[config.mk]
export PLATFORM = sky130hd
export DESIGN_NAME = dvcs_alu
export DESIGN_NICKNAME = d
export VERILOG_FILES = /design/src/hdl/dvcs_pkg.sv /design/src/hdl/dvcs_alu.sv
export SDC_FILE = /design/constraint.sdc
export NUM_CORES = 1
export LEC_CHECK = 0
export ABC_AREA = 0
export BUFFER_PORTS_ARGS = -buffer_cell sky130_fd_sc_hd__buf_4
export CORE_AREA = 2 2 60 105
export DETAILED_ROUTE_END_ITERATION = 10
export DIE_AREA = 0 0 62 107
export GPL_ROUTABILITY_DRIVEN = 1
export PLACE_DENSITY = 0.82
export SKIP_LAST_GASP = 1
export SYNTH_ARGS = -nofsm -noshare
export SYNTH_HDL_FRONTEND = slang
export SYNTH_SLANG_ARGS = --single-unit
[constraint.sdc]
create_clock -name vclk -period 4
set_input_delay 0.2 -clock vclk [all_inputs]
set_output_delay 0.2 -clock vclk [all_outputs]
set_load 0.03 [all_outputs]
[src/hdl/dvcs_pkg.sv]
// Shared types, sizes and codes for the distinct value count store.
// No dependencies; imported by every module of the block but the RAM.
`default_nettype none

package dvcs_pkg;

  // Table geometry and count width.
  localparam int ENTRIES     = 16384;
  localparam int COUNT_WIDTH = 32;
  localparam int IDX_W       = $clog2(ENTRIES);
  localparam int DIST_W      = $clog2(ENTRIES + 1);
  localparam int SPAN_W      = $clog2(ENTRIES + 1);

  // Shared adder is wide enough for a count plus a merge count, and for offsets.
  localparam int ALU_W = ((COUNT_WIDTH > 32) ? COUNT_WIDTH : 32) + 1;

  // Fixed field widths of the item and result.
  localparam int OPC_W  = 3;
  localparam int VAL_W  = 16;
  localparam int KIDX_W = 14;
  localparam int MC_W   = 32;
  localparam int CNT_W  = 32;
  localparam int DOUT_W = 15;

  localparam int S_TDATA_W = 64;
  localparam int M_TDATA_W = 72;
  localparam int CFG_IDX_W = 1;

  // Configuration reset values.
  localparam logic signed [VAL_W-1:0] VMIN_RST = -16'sd5000;
  localparam logic signed [VAL_W-1:0] VMAX_RST = 16'sd5000;

  // Configuration register indexes.
  localparam logic [CFG_IDX_W-1:0] CFG_VALUE_MIN = 1'b0;
  localparam logic [CFG_IDX_W-1:0] CFG_VALUE_MAX = 1'b1;

  typedef enum logic [OPC_W-1:0] {
    OP_ADD    = 3'd0,
    OP_QUERY  = 3'd1,
    OP_SELECT = 3'd2,
    OP_MERGE  = 3'd3,
    OP_CLEAR  = 3'd4
  } op_e;

  typedef enum logic {
    ALU_ADD,
    ALU_SUB
  } alu_op_e;

  typedef enum logic [3:0] {
    ST_CLEAR,
    ST_IDLE,
    ST_OFFS,
    ST_RD,
    ST_MOD,
    ST_SEL_RD,
    ST_SEL_CHK,
    ST_VOUT,
    ST_DONE
  } state_e;

  // One result item.
  typedef struct packed {
    logic              is_new;
    logic              found;
    logic [VAL_W-1:0]  value_out;
    logic [CNT_W-1:0]  count_out;
    logic              out_of_range;
    logic [DOUT_W-1:0] distinct_out;
  } res_t;

  // Low bits of a count as the result field.
  function automatic logic [CNT_W-1:0] count_field(input logic [COUNT_WIDTH-1:0] c);
    logic [63:0] wide;
    wide = 64'(c);
    return wide[CNT_W-1:0];
  endfunction

endpackage

`default_nettype wire

[src/hdl/dvcs_alu.sv]
// Shared adder/subtractor with a saturated count output.
// Depends on dvcs_pkg for widths and the operation code.
`default_nettype none

module dvcs_alu (
  input  dvcs_pkg::alu_op_e                     op_i,
  input  logic [dvcs_pkg::ALU_W-1:0]            a_i,
  input  logic [dvcs_pkg::ALU_W-1:0]            b_i,
  output logic [dvcs_pkg::ALU_W-1:0]            sum_o,
  output logic [dvcs_pkg::COUNT_WIDTH-1:0]      sat_o
);
  import dvcs_pkg::*;

  localparam logic [COUNT_WIDTH-1:0] COUNT_MAX = '1;

  logic [ALU_W-1:0] b_eff;
  logic             sub;

  // Subtraction is an add of the inverted operand with a carry in.
  assign sub   = (op_i == ALU_SUB);
  assign b_eff = sub ? ~b_i : b_i;
  assign sum_o = a_i + b_eff + ALU_W'(sub);

  // Any bit above the count width means the count has passed its largest value.
  assign sat_o = (|sum_o[ALU_W-1:COUNT_WIDTH]) ? COUNT_MAX : sum_o[COUNT_WIDTH-1:0];

endmodule

`default_nettype wire

==> flow_summary.json <==
{
  "outcome": "completed",
  "final.setup.tns_ns": 0,
  "yosys.area_share.xor_xnor": 0.189,
  "final_hold_viol_count": 0,
  "fmax_ghz": 0.281,
  "syn_area_um2": 2550,
  "slew_viol_final": 0,
  "die_width_um": 62,
  "synth_top_family_by_area": "compound AO/OA/AOI/OAI gates",
  "leakage_nw": 1.82,
  "yosysWarnings": 0,
  "setup.worst_path.end_class": "output port",
  "vdd_drop_max_uv": 257,
  "muxShareOfSynthArea": 0.0137,
  "yosysSeqAreaShare": 0,
  "clkPwrFrac": 0,
  "postCtsHoldBufs": 0,
  "cp.arrival_ns": 3.36,
  "crit_required_ns": 3.80,
  "fin_crit_ns": 3.56,
  "wire_per_inst_um": 14.2,
  "internal-power_uw": 585,
  "swShare": 0.623,
  "cp-start-kind": "primary input",
  "wl_met1_um": 2750,
  "initial_core_util": 0.441,
  "grt_pass1_vias": 3274,
  "yosys.area_share.simple": 0.260,
  "layout.nets": 608,
  "path_buf_inv": 3,
  "antenna_found_initial": 0,
  "cts_resized": 0,
  "p_seq_frac": 0,
  "grt_max_degree": 26,
  "firstDrtPassIters": 4,
  "finalSetupViolations": 0,
  "slowest_delay_ns": 0.48,
  "dieArea_um2": 6630,
  "regArea_um2": 0,
  "crit_fanout": 18,
  "wl_met3_um": 452,
  "rows": 37,
  "drt_iter0_drc": 87,
  "dp_hpwl_um": 7290,
  "cp_common_cell": "buf_4",
  "hp-class": "in2out",
  "die_h_um": 107,
  "cp_cell_sequence": "buf_4 -> buf_4 -> xor2_1 -> ha_1 -> a21o_1 -> o41a_1 -> nor2b_1 -> or3_1 -> a2111oi_2 -> o31ai_1 -> buf_4",
  "drc": 0,
  "worstSetupPathType": "in2out",
  "pwr_density_cell_nw_per_um2": 429,
  "maxSlewHeadroom": 0.571,
  "num-clock-buffers": 0,
  "gp_congestion": 0.943,
  "seq_cell_count": 0,
  "netlist_instances": 384,
  "routed.top_layer": "met4",
  "p_switching_uw": 966,
  "wl_um": 8280,
  "ios": 132,
  "worst_slew_pin_slew_ns": 0.633,
  "dr_total_vias": 3165,
  "core_um2": 5790,
  "viasPerCell": 5.41,
  "synth_compound_area_frac": 0.308,
  "routed-wl-met2_um": 4690,
  "drv_cap": 0,
  "synth_cell_types": 60,
  "diodes": 0,
  "antenna_left": 0,
  "placed_cell_area_um2": 3610,
  "p_comb_frac": 1.000,
  "grt_overflow": 0,
  "crit_family": "compound AO/OA/AOI/OAI gates",
  "fin_area_um2": 3610,
  "synth_nets": 483,
  "area_growth_pct": 41.7,
  "rsz0062_at_grt": "false",
  "portBuffers": 132,
  "synth_fa_ha_area_frac": 0.160,
  "track_usage": 0.244,
  "grt_pass1_wl_um": 13000,
  "slowest_stage": "or3_1",
  "syn_area_per_cell_um2": 6.64,
  "cts_setup_buffers": 0,
  "drive_above_1_share": 0.298,
  "timing.final.crit_share": 0.889
}
final cells by class:
cell class                      count  area (um^2)
Fill cell                         573         2170
Timing Repair Buffer              135         1030
Multi-Input combinational cell    341         2370
Tap cell                           78         97.6
Inverter                           31          116
cell usage after synthesis, drive strengths merged (3+ instances only):
cell | number | area [um^2]
nand2 | 51 | 191
xor2 | 40 | 350
a21oi | 36 | 180
nor2 | 34 | 128
ha | 31 | 388
inv | 31 | 116
o21ai | 26 | 134
xnor2 | 13 | 133
a21o | 11 | 82.6
buf | 9 | 48.8
nand3 | 9 | 45.0
nor3 | 8 | 45.0
o21bai | 7 | 52.6
and3 | 6 | 37.5
o21a | 6 | 45.0
a21boi | 5 | 37.5
a211oi | 4 | 35.0
nand4 | 4 | 25.0
nor2b | 4 | 25.0
o211ai | 4 | 35.0
and3b | 3 | 26.3
clkbuf | 3 | 11.3
nand2b | 3 | 18.8
nand3b | 3 | 22.5
o31ai | 3 | 22.5
layout by cell type (no fill, tap or decap), drive strengths merged, types with 5 or more instances in the layout:
cell    count
o21a        6
a21o       11
ha         31
xnor2      13
nor3        8
buf       135
nand3       9
nand2      51
o21ai      26
a21oi      36
xor2       40
nor2       34
and3        6
inv        31
a21boi      5
o21bai      7
worst min-delay path: cells and delay by family:
| family | cells | cell delay, ns |
|---|---|---|
| buf+inv | 2 | 0.27 |
| xor+xnor | 1 | 0.07 |
cells by family (layout without fill, tap and decap cells):
kind of cell | count (synthesis) | after routing
XOR/XNOR | 53 | 53
buffers and inverters | 43 | 166
multiplexers | 3 | 3
adder cells (fa/ha/maj) | 32 | 32
AO/OA/AOI/OAI | 115 | 115
AND/OR/NAND/NOR | 138 | 138
path summary, 6_finish.rpt:
path   start   endpoint  slack (ns)  depth (start not counted)
max     op_i  sat_o[31]        0.44                         11
min   b_i[0]   sum_o[0]        0.73                          3
per-stage QoR:
| step | total power [mW] | setup slack (ns) | hold slack, ns | utilization | cells |
|---|---|---|---|---|---|
| finish | 1.55 | 0.443 | 0.731 | 0.624 | 585 |
| global placement | 1.54 | 0.497 | 0.722 | 0.624 | 585 |
| detailed placement | 1.55 | 0.457 | 0.734 | 0.624 | 585 |
| floorplan | 1.04 | 0.314 | 0.579 | - | 384 |
| global route | 1.67 | 0.271 | 0.742 | 0.624 | 585 |
| CTS | 1.56 | 0.446 | 0.735 | 0.624 | 585 |
power by group through the flow:
stage | clock, mW | sequential [mW] | combinational [mW]
after floorplan | 0 | 0 | 1.04
after global placement | 0 | 0 | 1.54
after detailed placement | 0 | 0 | 1.55
after CTS | 0 | 0 | 1.56
after global routing | 0 | 0 | 1.67
final | 0 | 0 | 1.55
routing by layer:
metal / vias to the layer above / GRT usage
met5: - / 0
met4: 0 / 0.120
met3: 33 / 0.0169
met2: 124 / 0.494
met1: 1404 / 0.215
li1: 1604 / -
Note: power is estimated with default switching activity, not from simulation.
